==> config.mk <==
export PLATFORM = sky130hd
export DESIGN_NAME = gddm_div
export DESIGN_NICKNAME = d
export VERILOG_FILES = /design/src/gddm_div.sv
export SDC_FILE = /design/constraint.sdc
export NUM_CORES = 1
export LEC_CHECK = 0
export ABC_AREA = 1
export BUFFER_PORTS_ARGS = -buffer_cell sky130_fd_sc_hd__buf_2
export CORE_ASPECT_RATIO = 0.9
export CORE_MARGIN = 2
export CORE_UTILIZATION = 50
export CTS_CLUSTER_SIZE = 28
export DETAILED_ROUTE_END_ITERATION = 7
export PLACE_DENSITY = 0.77
export SLEW_MARGIN = 5
export SYNTH_ARGS = -nofsm -noshare
export SYNTH_HDL_FRONTEND = slang
export SYNTH_SLANG_ARGS = --single-unit
==> constraint.sdc <==
create_clock -name clk -period 3.5 [get_ports clk]
set_input_delay 0.7 -clock clk [delete_from_list [all_inputs] [get_ports clk]]
set_output_delay 0.7 -clock clk [all_outputs]
set_load 0.02 [all_outputs]
==> src/gddm_div.sv <==
// ----------------------------------------------------------------------------
// gddm_div: iterative restoring divider
// Produces one quotient bit per cycle; done pulses once the last bit is in.
// ----------------------------------------------------------------------------
module gddm_div #(
  parameter int DW = 12,
  parameter int VW = 7
) (
  input  logic          clk,
  input  logic          rst_n,
  input  logic          start,
  input  logic [DW-1:0] dividend,
  input  logic [VW-1:0] divisor,
  output logic [DW-1:0] quotient,
  output logic [VW-1:0] remainder,
  output logic          done
);
  localparam int CNW = $clog2(DW);

  logic [DW-1:0]  quo_r, quo_nxt;
  logic [VW-1:0]  rem_r, rem_nxt;
  logic [CNW-1:0] cnt_r, cnt_nxt;
  logic           busy_r, busy_nxt;
  logic           done_r, done_nxt;
  logic [VW:0]    trial;
  logic           ge;

  always_comb begin
    trial    = {rem_r, quo_r[DW-1]};
    ge       = trial >= {1'b0, divisor};
    quo_nxt  = quo_r;
    rem_nxt  = rem_r;
    cnt_nxt  = cnt_r;
    busy_nxt = busy_r;
    done_nxt = 1'b0;
    if (start) begin
      quo_nxt  = dividend;
      rem_nxt  = '0;
      cnt_nxt  = '0;
      busy_nxt = 1'b1;
    end else if (busy_r) begin
      rem_nxt = ge ? VW'(trial - {1'b0, divisor}) : VW'(trial);
      quo_nxt = {quo_r[DW-2:0], ge};
      cnt_nxt = cnt_r + 1'b1;
      if (cnt_r == CNW'(DW - 1)) begin
        busy_nxt = 1'b0;
        done_nxt = 1'b1;
      end
    end
  end

  always_ff @(posedge clk) begin
    if (!rst_n) begin
      busy_r <= 1'b0;
      done_r <= 1'b0;
      cnt_r  <= '0;
    end else begin
      busy_r <= busy_nxt;
      done_r <= done_nxt;
      cnt_r  <= cnt_nxt;
    end
    quo_r <= quo_nxt;
    rem_r <= rem_nxt;
  end

  assign quotient  = quo_r;
  assign remainder = rem_r;
  assign done      = done_r;
endmodule

==> impl_results.md <==
* Status: complete, no violations
* DRT Wirelength at 3.14 mm
* Final cell count without fillers at 278
* CP max FO at 8
* CTS tree: built
* Worst R2R Path Depth at 12
* CTS-repair resized insts at 0
* Most used cell along the critical path: nand2_1
* Pre-antenna DRT Iters at 4
* Clock tree root buffer cell: clkbuf_4
* Grt ovf at 0
* Crit share post-route at 0.536
* Post-CTS setup buffers at 0
* Hold Path Depth at 2
* CP delay by family, top: simple AND/OR/NAND/NOR gates
* Maxcap violations at 0
* Clock sink total at 25
* Fillers at 272
* Share of cells above drive strength 1 at 0.244
* Most instantiated cells after synthesis: 80 x nand2_1, 22 x inv_1, 14 x nand3_1, 13 x dfxtp_1, 12 x edfxtp_1
* Cts bufs inserted at 3
* Slowest-stage cell, CP: edfxtp_1
* Pwr Density at 361 mW/mm²
* EDFF count, synth at 12
* Clock Skews at 0.00652 ns
* VDD IR max at 0.301 mV
* Dominant synthesized flop cell: dfxtp_1
* Cell taking the most area after synthesis: edfxtp_1
* Die height at 55.9 µm
* Placed cells at 274
* Final std cell area, no fill at 0.00177 mm²
* Async set-reset flop share out of synthesis at 0
* Largest net degree at the start of global routing at 16
* Port Buffers at 41
* Gp weighted congestion at 0.898
* Syn avg cell area at 7.67 µm²
* Worst hold endpoint: remainder[5]
* Worst Setup Start Kind: flop
* DRT iter0 DRCs at 53
* Register area share after synthesis at 0.415
* Max Freq at 533 MHz
* P&R area growth vs syn at 18.6%
* CP max stage delay at 0.40 ns
* Warnings, synthesis at 0
* WL per Instance at 11.3 µm
* IO Pins at 42
* Core area at 0.00279 mm²
* Fin nets at 270
* Post-CTS Hold Buffers at 0
* Insertion delay to the later sink of the worst-skew pair at 0.33 ns
* Distinct cells, synth at 27
* Sequential cell area at 621 µm²
* Worst R2R Setup Slack at 1.63 ns
* Via count at 1343
* Fin. Hold Viols at 0
* #FFs+latches synth at 25
* Initial antenna violation count at 0
* Count leader, synth: nand2_1
* Slew Limit Fails at 0
* Final TNS setup at 0 ns
* Post-DP HPWL at 2.49 mm
* Diode count at 0
* Area after DPL at 0.00174 mm²
* # H-tree levels at 1
* Routed Antenna Nets at 0
* First-pass GRT wire length at 5.02 mm
* Slew headroom at 0.654
* Area share of the largest cell type after synthesis at 0.241
* Crit Path Class: flop to flop
* Std cell rows at 18
* HP Class: flop to flop
* All-Layer GR Usage at 0.191
* Worst R2R End: remainder[4]
* Slew @ Worst Pin at 0.517 ns
* Worst-path clk slew at 0.14 ns
* Die area at 0.00345 mm²
* Maximum buffer depth of the clock tree at 2
* Via density at 4.83
* Hold_sp: remainder[5]
* Multi-input gate area at 767 µm²
* RSZ-0062 raised after global routing: no
* Worst endpoint data arrival time at 2.16 ns
* Starting Density at 0.536
* Cell count after synthesis at 195
* Static Leak at 0.000955 µW
* Critical Path RT at 3.79 ns
* Syn Nets at 226
* Worst path buffer plus inverter count at 2
* Setup violators final at 0
* DRC Markers at 0
* Synth Cell Area at 0.00150 mm²
* Ordered list of cells on the worst path: inv_1, ha_1, fa_1, inv_1, nand2_1, nand2_1, nand2_1, nand2_1, nand2_2, nand3b_1, nand3_1, nand2_1
* Crit. End Element: flop
* Number of global-route vias before repair at 1156
* Top cells by area, synth: edfxtp_1 24%, nand2_1 20%, dfxtp_1 17%
* Final Util at 0.635
* Min Tclk post-route at 1.87 ns
* RR Startpoint: quotient[11]
* Die width at 61.7 µm
==> where the power goes <==
part | total (µW) | switching [µW] | internal, µW
clock network | 133 | 88.7 | 43.8
registers | 343 | 13.1 | 330
logic | 164 | 104 | 59.8
total | 640 | 206 | 434
==> tightest hold or removal path: stages, from the launching register on <==
cell and delay, ns:
dfxtp_1 0.36, nand2_1 0.07, nand2_1 0.04
==> flip-flops by register name, summed over array words and instances, names as in the netlist <==
signal	flops
quotient	12
done	1
cnt_r	4
busy_r	1
remainder	7
==> how the worst max path moves through the flow <==
stage,startpoint,endpoint,slack (ns),depth (start not counted)
2_1_floorplan,divisor[0],remainder[0],1.51,10
3_3_place_gp,divisor[0],remainder[6],1.36,12
5_1_grt,quotient[11],remainder[4],1.44,12
3_5_place_dp,divisor[0],remainder[4],1.30,12
6_report,quotient[11],remainder[4],1.63,12
4_1_cts,quotient[11],remainder[4],1.64,12
==> cell type report <==
class / count / share of cell area
timing repair buffer: 41 / 0.116
inverter: 27 / 0.0571
clock buffer: 3 / 0.0127
sequential: 25 / 0.350
multi-input combinational: 141 / 0.432
clock inverter: 1 / 0.00423
tap: 40 / 0.0282
==> cell usage in the layout, fill, tap and decap left out <==
cell type,synthesis,routed
nor2_8,1,1
nand3_2,2,2
nor2_2,1,1
or2_4,1,1
a31oi_1,2,2
nand2_2,1,1
clkinv_1,1,1
nand3_1,14,14
a21oi_4,1,1
o211a_1,1,1
nor3b_1,1,1
clkbuf_4,0,3
nand3b_1,5,5
nand4_1,3,3
edfxtp_1,12,12
clkinvlp_4,0,1
buf_2,0,41
nand3_4,1,1
nand2_1,80,80
o21ai_2,1,1
a21oi_1,3,3
nor3_1,3,3
inv_2,4,4
dfxtp_1,13,13
ha_1,8,8
nor2_1,8,8
inv_1,22,22
fa_1,1,1
xor2_1,3,3
==> metal layers <==
layer | global-route usage | up-vias | routed length (µm)
met3 | 0.0488 | 5 | 142
met4 | 0.0365 | 0 | 28
li1 | - | 715 | -
met1 | 0.268 | 595 | 1550
met2 | 0.296 | 28 | 1420
met5 | 0 | - | 0
==> metrics by stage <==
step           setup slack [ns]  hold WS [ns]  total power [µW]
2_1_floorplan              1.51         0.472               463
3_3_place_gp               1.36         0.476               512
3_5_place_dp               1.30         0.476               515
4_1_cts                    1.64         0.497               645
5_1_grt                    1.44         0.533               675
6_report                   1.63         0.495               640
==> cell families (layout without fill, tap and decap cells) <==
kind of cell,count (synthesis),in the layout,share of synthesized area
compound gates,8,8,0.0418
xor+xnor,3,3,0.0176
fa+ha+maj,9,9,0.0803
buf+inv,29,72,0.0727
flops,25,25,0.415
simple gates,121,121,0.373
Power figures use the tool's default switching activity.
