$ cat config.mk
export PLATFORM = sky130hd
export DESIGN_NAME = gddm_ram
export DESIGN_NICKNAME = d
export VERILOG_FILES = /design/src/gddm_ram.sv
export SDC_FILE = /design/constraint.sdc
export NUM_CORES = 1
export LEC_CHECK = 0
export BUFFER_PORTS_ARGS = -buffer_cell sky130_fd_sc_hd__buf_2
export CAP_MARGIN = 10
export CORE_MARGIN = 5
export CORE_UTILIZATION = 64
export DETAILED_ROUTE_END_ITERATION = 12
export PLACE_DENSITY = 0.86
export REMOVE_ABC_BUFFERS = 1
export SYNTH_ARGS = -nofsm -noshare
export SYNTH_HDL_FRONTEND = slang
export SYNTH_SLANG_ARGS = --single-unit
$ cat constraint.sdc
create_clock -name clk -period 3.1 [get_ports clk]
set_clock_uncertainty 0.1 [all_clocks]
set_input_delay 0.465 -clock clk [delete_from_list [all_inputs] [get_ports clk]]
set_output_delay 0.465 -clock clk [all_outputs]
set_load 0.01 [all_outputs]
$ cat src/gddm_ram.sv
// ----------------------------------------------------------------------------
// gddm_ram: generic simple dual-port RAM
// One write port and one read port, read data registered.
// ----------------------------------------------------------------------------
module gddm_ram #(
  parameter int WIDTH = 8,
  parameter int DEPTH = 64
) (
  input  logic                     clk,
  input  logic                     we,
  input  logic [$clog2(DEPTH)-1:0] waddr,
  input  logic [WIDTH-1:0]         wdata,
  input  logic [$clog2(DEPTH)-1:0] raddr,
  output logic [WIDTH-1:0]         rdata
);
  logic [WIDTH-1:0] mem_r [DEPTH];
  logic [WIDTH-1:0] rdata_r;

  always_ff @(posedge clk) begin
    if (we) begin
      mem_r[waddr] <= wdata;
    end
    rdata_r <= mem_r[raddr];
  end

  assign rdata = rdata_r;
endmodule

==> results of run 1 <==
-- cell type report --
class / instances / share of cell area, %
sequential: 520 / 67.9
multi-input combinational: 369 / 18.8
clock buffer: 76 / 6.20
timing repair buffer: 128 / 4.27
tap: 402 / 2.20
clock inverter: 14 / 0.634
-- through the flow --
stage	hold WS, ns	setup WS, ns	instance area [um^2]
floorplan	0.464	1.17	19900
global placement	0.693	0.345	21300
detailed placement	0.764	0.303	21300
CTS	0.247	0.796	22900
global route	0.269	0.542	22900
finish	0.290	0.713	22900
-- layer usage --
| layer | global-route usage (%) | vias to the layer above |
|---|---|---|
| met5 | 0 | - |
| met3 | 6.27 | 183 |
| met2 | 45.4 | 893 |
| li1 | - | 4183 |
| met1 | 38.1 | 5387 |
| met4 | 10.5 | 6 |
-- kinds of logic after synthesis --
family / after synthesis
AO/OA/AOI/OAI: 54
buffers and inverters: 51
flip-flops: 520
multiplexers: 162
AND/OR/NAND/NOR: 153
-- power breakdown --
part | internal (uW) | switching [uW]
Clock | 3330 | 2520
Sequential | 7780 | 29.6
Combinational | 294 | 482
-- synthesized netlist by cell type (6+ instances only) --
master	count
mux2_2	13
dfxtp_1	8
nand3_1	13
o221ai_1	8
buf_4	13
clkbuf_1	17
mux4_2	126
nor2b_1	14
nor3_1	7
nand2_1	19
mux2i_1	23
buf_2	11
o22ai_1	8
nor2_1	83
edfxtp_1	512
a221oi_1	6
nand2b_1	7
-- worst max path at each step --
stage	endpoint	slack, ns
global placement	rdata[4]$_DFF_P_	0.34
detailed placement	rdata[3]$_DFF_P_	0.30
floorplan	rdata[4]$_DFF_P_	1.17
CTS	rdata[5]$_DFF_P_	0.80
global route	rdata[5]$_DFF_P_	0.54
finish	rdata[5]$_DFF_P_	0.71
-- registers in the layout, summed over array words and instances, names as in the netlist --
signal and count:
mem_r 512, rdata 8
==> summary.md, run 1 <==
| Metric | Value |
|---|---|
| Area of the multi-input gates | roughly 0.0043 mm^2 |
| DR top layer | met5 |
| Resized Gates After CTS | 0 |
| Hold path endpoint | mem_r[21][3]$_DFFE_PP_ |
| Commonest non-fill, non-tap cell in the layout | edfxtp_1 |
| Setup TNS after final layout | 0 ns |
| Clock buffer depth | 3 |
| CP Depth | 7 |
| Sink Count | 520 |
| Final ANT Viol Nets | 0 |
| Critical path type | in2reg |
| Placed cell count | between 1k and 1.5k |
| Worst stage delay on the critical path | 0.67 ns |
| Reg2reg path depth | 5 |
| Remaining DRCs | 0 |
| Die area | approximately 0.035 mm^2 |
| Ys async rst share | 0% |
| EDFF count, synth | about 510 |
| Worst slew margin | 15.5% |
| Critical path's top delay family | compound AO/OA/AOI/OAI gates |
| R2R Path End | rdata[5]$_DFF_P_ |
| Setup bufs post-CTS | 0 |
| Tcrit/Tclk final | roughly three quarters |
| Max-slew violation count | 0 |
| ANT cells | 0 |
| Tmin final | around 2.4 ns |
| Largest family of logic cells by synthesized area | multiplexers |
| Drt wl/cell | 32.2 um |
| Congestion Overflow GR | 0 |
| CTS H-tree depth | 2 |
| Initial antenna violation count | 3 |
| Worst path bufs/invs | 3 |
| Adder-Cell Fraction of Synth Area | 0% |
| Yosys Warn Count | 0 |
| Fmax | 0.419 GHz |
| Vias in the first global route | 11.0k |
| Pwr Density | 630 mW/mm^2 |
| Via count | 10.7k |
| Hold Vio Cnt, Final | 0 |
| Simple-Gate Fraction of Synth Area | approximately 3.4% |
| CTS Buf Count | roughly 50 |
| Syn Inst Count | 940 |
| Largest net degree at the start of global routing | 65 |
| GRT Util Overall | 27.9% |
| CTS tree | built |
| Hold Path Stages | 1 |
| Core area | 0.0313 mm^2 |
| Post-Syn Area | about 0.02 mm^2 |
| Clk slew on worst S/H paths | 0.07 ns |
| Synth Flop Type | edfxtp_1 |
| Yosys top cell by area | edfxtp_1 |
| Crit-path cells | clkbuf_8 > buf_12 > mux4_2 > nor2b_1 > a2111oi_0 > buf_4 > o41ai_1 |
| Starting DRT DRC Count | 1,644 |
| Gpl congestion | 0.900 |
| I/O pin total | 30 |
| Commonest non-fill, non-tap cells in the layout | edfxtp_1, mux4_2, buf_4, nor2_1, clkbuf_16 |
| Worst VDD drop | 0.651 mV |
| DR vias/cell | approximately 7.1 |
| Critical path endpoint category | flop |
| R2r startpoint | mem_r[3][5]$_DFFE_PP_ |
| Filler cell count | 1,595 |
| Synth Area in Compound Gates | 2.07% |
| DR pass1 iterations | 6 |
| Yosys top cell area share | 76.2% |
| Synth-to-layout area growth | 13.5% |
| Share of layout cells above drive strength 1 | 30.6% |
| Clk Latency, worst-skew pair | 0.57 ns |
| RSZ-0062 raised after global routing | no |
| Final cell count without fillers | 1,509 |
| Met2 WL | 24,000 um |
| Global-route wire length before repair | 72,000 um |
| Status | completed |
| Area contributors post-synth | edfxtp_1, mux4_2, nor2_1 |
| Final Util | between 70% and 80% |
| Final setup fails | 0 |
| Final nets | 1,090 |
| Critical Path Start Type | primary input |
| Max-cap violations | 0 |
| Flops & latches, synth | 520 |
| Placed wire-length estimate | between 20,000 and 30,000 um |
| Worst Tran Pin Value | 1.27 ns |
| Rows | 65 |
| Leakage | 0.00736 uW |
| Die height | 188 um |
| Required time worst endpoint | 3.42 ns |
| Multiplexer share of the synthesized area | between 15 and 20% |
| Critical Path Fanout Max | 37 |
| Routed WL | 48,600 um |
| WL met3 | 5990 um |
| XOR/XNOR Fraction of Synth Area | 0% |
| Syn avg cell area | roughly 21 um^2 |
| Synth cell types | 40 |
| Reg2Reg Setup Slack | 0.84 ns |
| Starting Density | 64.4% |
| Min-delay src | wdata[3] |
| Cts hold-fix bufs | 0 |
| Die X | roughly 190 um |
| Port Buffers | 29 |
| M1 WL | 16,300 um |
| Final Total Pwr | 14,400 uW |
| Register area share after synthesis | between 70 and 80% |
| Reg area | 0.0155 mm^2 |
| Path category of the worst min-delay check | in2reg |
| Root Buffer | clkbuf_16 |
| Worst path slowest cell | a2111oi_0 |
| Critical Path AT | 2.71 ns |
| Worst Setup SP | raddr[0] |
(Power assumes the default switching activity.)
==> run 2: changes to the inputs <==
--- a/config.mk
+++ b/config.mk
@@ -8,9 +8,9 @@
 export BUFFER_PORTS_ARGS = -buffer_cell sky130_fd_sc_hd__buf_2
 export CAP_MARGIN = 10
 export CORE_MARGIN = 5
-export CORE_UTILIZATION = 64
+export CORE_UTILIZATION = 62
 export DETAILED_ROUTE_END_ITERATION = 12
-export PLACE_DENSITY = 0.86
+export PLACE_DENSITY = 0.84
 export REMOVE_ABC_BUFFERS = 1
 export SYNTH_ARGS = -nofsm -noshare
 export SYNTH_HDL_FRONTEND = slang
==> constraint.sdc (replaced) <==
create_clock -name clk -period 2.4 [get_ports clk]
set_clock_uncertainty 0.1 [all_clocks]
set_input_delay 0.36 -clock clk [delete_from_list [all_inputs] [get_ports clk]]
set_output_delay 0.36 -clock clk [all_outputs]
set_load 0.01 [all_outputs]
==> summary.md, run 2 (synthesis gave the netlist of run 1 again) <==
| Metric | Value |
|---|---|
| Port Buffers | 29 |
| Final WS setup | 0.259 ns |
| R2r startpoint | mem_r[52][7]$_DFFE_PP_ |
| Placed wire-length estimate | 28,000 um |
| Reg2reg path depth | 4 |
| Root Buffer | clkbuf_16 |
| Share of layout cells above drive strength 1 | 32.5% |
| Hold Vio Cnt, Final | 0 |
| Largest register FFs | about 510 |
| Pre-CTS worst setup slack | -0.118 ns |
| Critical path type | reg2reg |
| R2R Path End | rdata[7]$_DFF_P_ |
| Clock buffer depth | 3 |
| Max-slew violation count | 0 |
| Commonest non-fill, non-tap cell in the layout | edfxtp_1 |
| DR vias/cell | 6.55 |
| Fmax | about 0.47 GHz |
| RSZ-0062 raised after global routing | no |
| Die X | 190 um |
| Min-delay src | raddr[5] |
| Final worst hold slack | between 0.1 and 0.15 ns |
| Critical Path Fanout Max | 1 |
| Remaining DRCs | 0 |
| Tcrit/Tclk final | 89.2% |
| Drt wl/cell | 28.9 um |
| CTS H-tree depth | 2 |
| Rows | 66 |
| Status | completed |
| Core area | 0.0323 mm^2 |
| Die height | 190 um |
| Reg2Reg Setup Slack | 0.26 ns |
| Worst VDD drop | 1.15 mV |
| Path category of the worst min-delay check | in2reg |
| Tmin final | 2.14 ns |
| Commonest non-fill, non-tap cells in the layout | edfxtp_1, mux4_2, buf_4, nor2_1, clkbuf_16 |
| Hold path endpoint | rdata[1]$_DFF_P_ |
| Via count | between 10k and 15k |
| Die area | 0.0362 mm^2 |
| Final Util | 72.3% |
| Gpl congestion | 0.862 |
| Resized Gates After CTS | 0 |
| Critical path endpoint category | flop |
| Worst Tran Pin Value | between 0.7 and 0.8 ns |
| Synth-to-layout area growth | 15.8% |
| Setup bufs post-CTS | 0 |
| Critical Path Start Type | flop |
| Critical Path AT | 2.45 ns |
| Clk Latency, worst-skew pair | 0.56 ns |
| CTS tree | built |
| Sink Count | 520 |
| Cts hold-fix bufs | 0 |
| Congestion Overflow GR | 0 |
| ANT cells | 0 |
| Largest net degree at the start of global routing | 65 |
| I/O pin total | 30 |
| Leakage | approximately 0.0076 uW |
| Global-route wire length before repair | 68,400 um |
| Hold Path Stages | 3 |
| CTS Buf Count | 50 |
| DR pass1 iterations | 5 |
| Final nets | 1,122 |
| Required time worst endpoint | between 2 and 3 ns |
| Final ANT Viol Nets | 0 |
| Largest reg by FF count | mem_r |
| Max-cap violations | 0 |
| Worst slew margin | between 50% and 60% |
| Initial antenna violation count | 1 |
| Starting DRT DRC Count | 1,311 |
| GRT Util Overall | between 20% and 30% |
| Routed WL | approximately 46,000 um |
| Setup TNS after final layout | 0 ns |
| Pwr Density | 808 mW/mm^2 |
| Final cell count without fillers | between 1.5k and 2k |
| Final setup fails | 0 |
| Placed cell count | 1,490 |
| Vias in the first global route | 10.8k |
| Clk slew on worst S/H paths | 0.06 ns |
| Starting Density | 62.5% |
## run 2: cell count changes in the layout (fill, tap and decap cells not counted), sizes merged
cell,delta
buf,+31
clkbuf,-14
inv,-1
clkinv,+14
bufinv,+4
clkinvlp,-1
## run 2: critical path, cell delays in order (launching register included)
cell and delay (ns):
edfxtp_1 0.39, mux4_2 0.47, mux4_2 0.52, o21ai_0 0.41
nand2_1 0.11
## run 2: through the flow
stage | power [uW] | cell area [um^2]
floorplan | 10700 | 19900
global placement | 11300 | 21700
detailed placement | 11300 | 21700
CTS | 18900 | 23400
global route | 19400 | 23400
finish | 18900 | 23400
## run 2: layout make-up
class,count,area [um^2]
clock inverter,30,299
sequential,520,15500
clock buffer,62,1320
timing repair buffer,159,1340
tap,442,553
multi-input combinational,369,4320
fill,1780,8930
## run 2: metal layers
metal	GRT usage [%]	wire length, um	up-vias
li1	-	-	4242
met1	35.5	16100	5293
met2	41.8	22700	704
met3	7.12	5250	129
met4	7.93	1600	2
met5	0	13	-
## run 2: where the power goes
part	total, uW	switching (uW)	leakage, uW	internal, uW
Combinational	1030	605	0.00214	427
Sequential	10100	39.1	0.00467	10100
Clock	7750	3210	0.000788	4540
Total	18900	3850	0.00760	15000
## run 2: how the worst max path moves through the flow
stage,start,endpoint,cells past startpoint
after CTS,mem_r[29][6]$_DFFE_PP_,rdata[6]$_DFF_P_,6
after floorplan,raddr[0],rdata[4]$_DFF_P_,5
after detailed placement,raddr[0],rdata[0]$_DFF_P_,7
final,mem_r[52][7]$_DFFE_PP_,rdata[7]$_DFF_P_,4
after global routing,mem_r[29][6]$_DFFE_PP_,rdata[6]$_DFF_P_,6
after global placement,raddr[0],rdata[7]$_DFF_P_,6
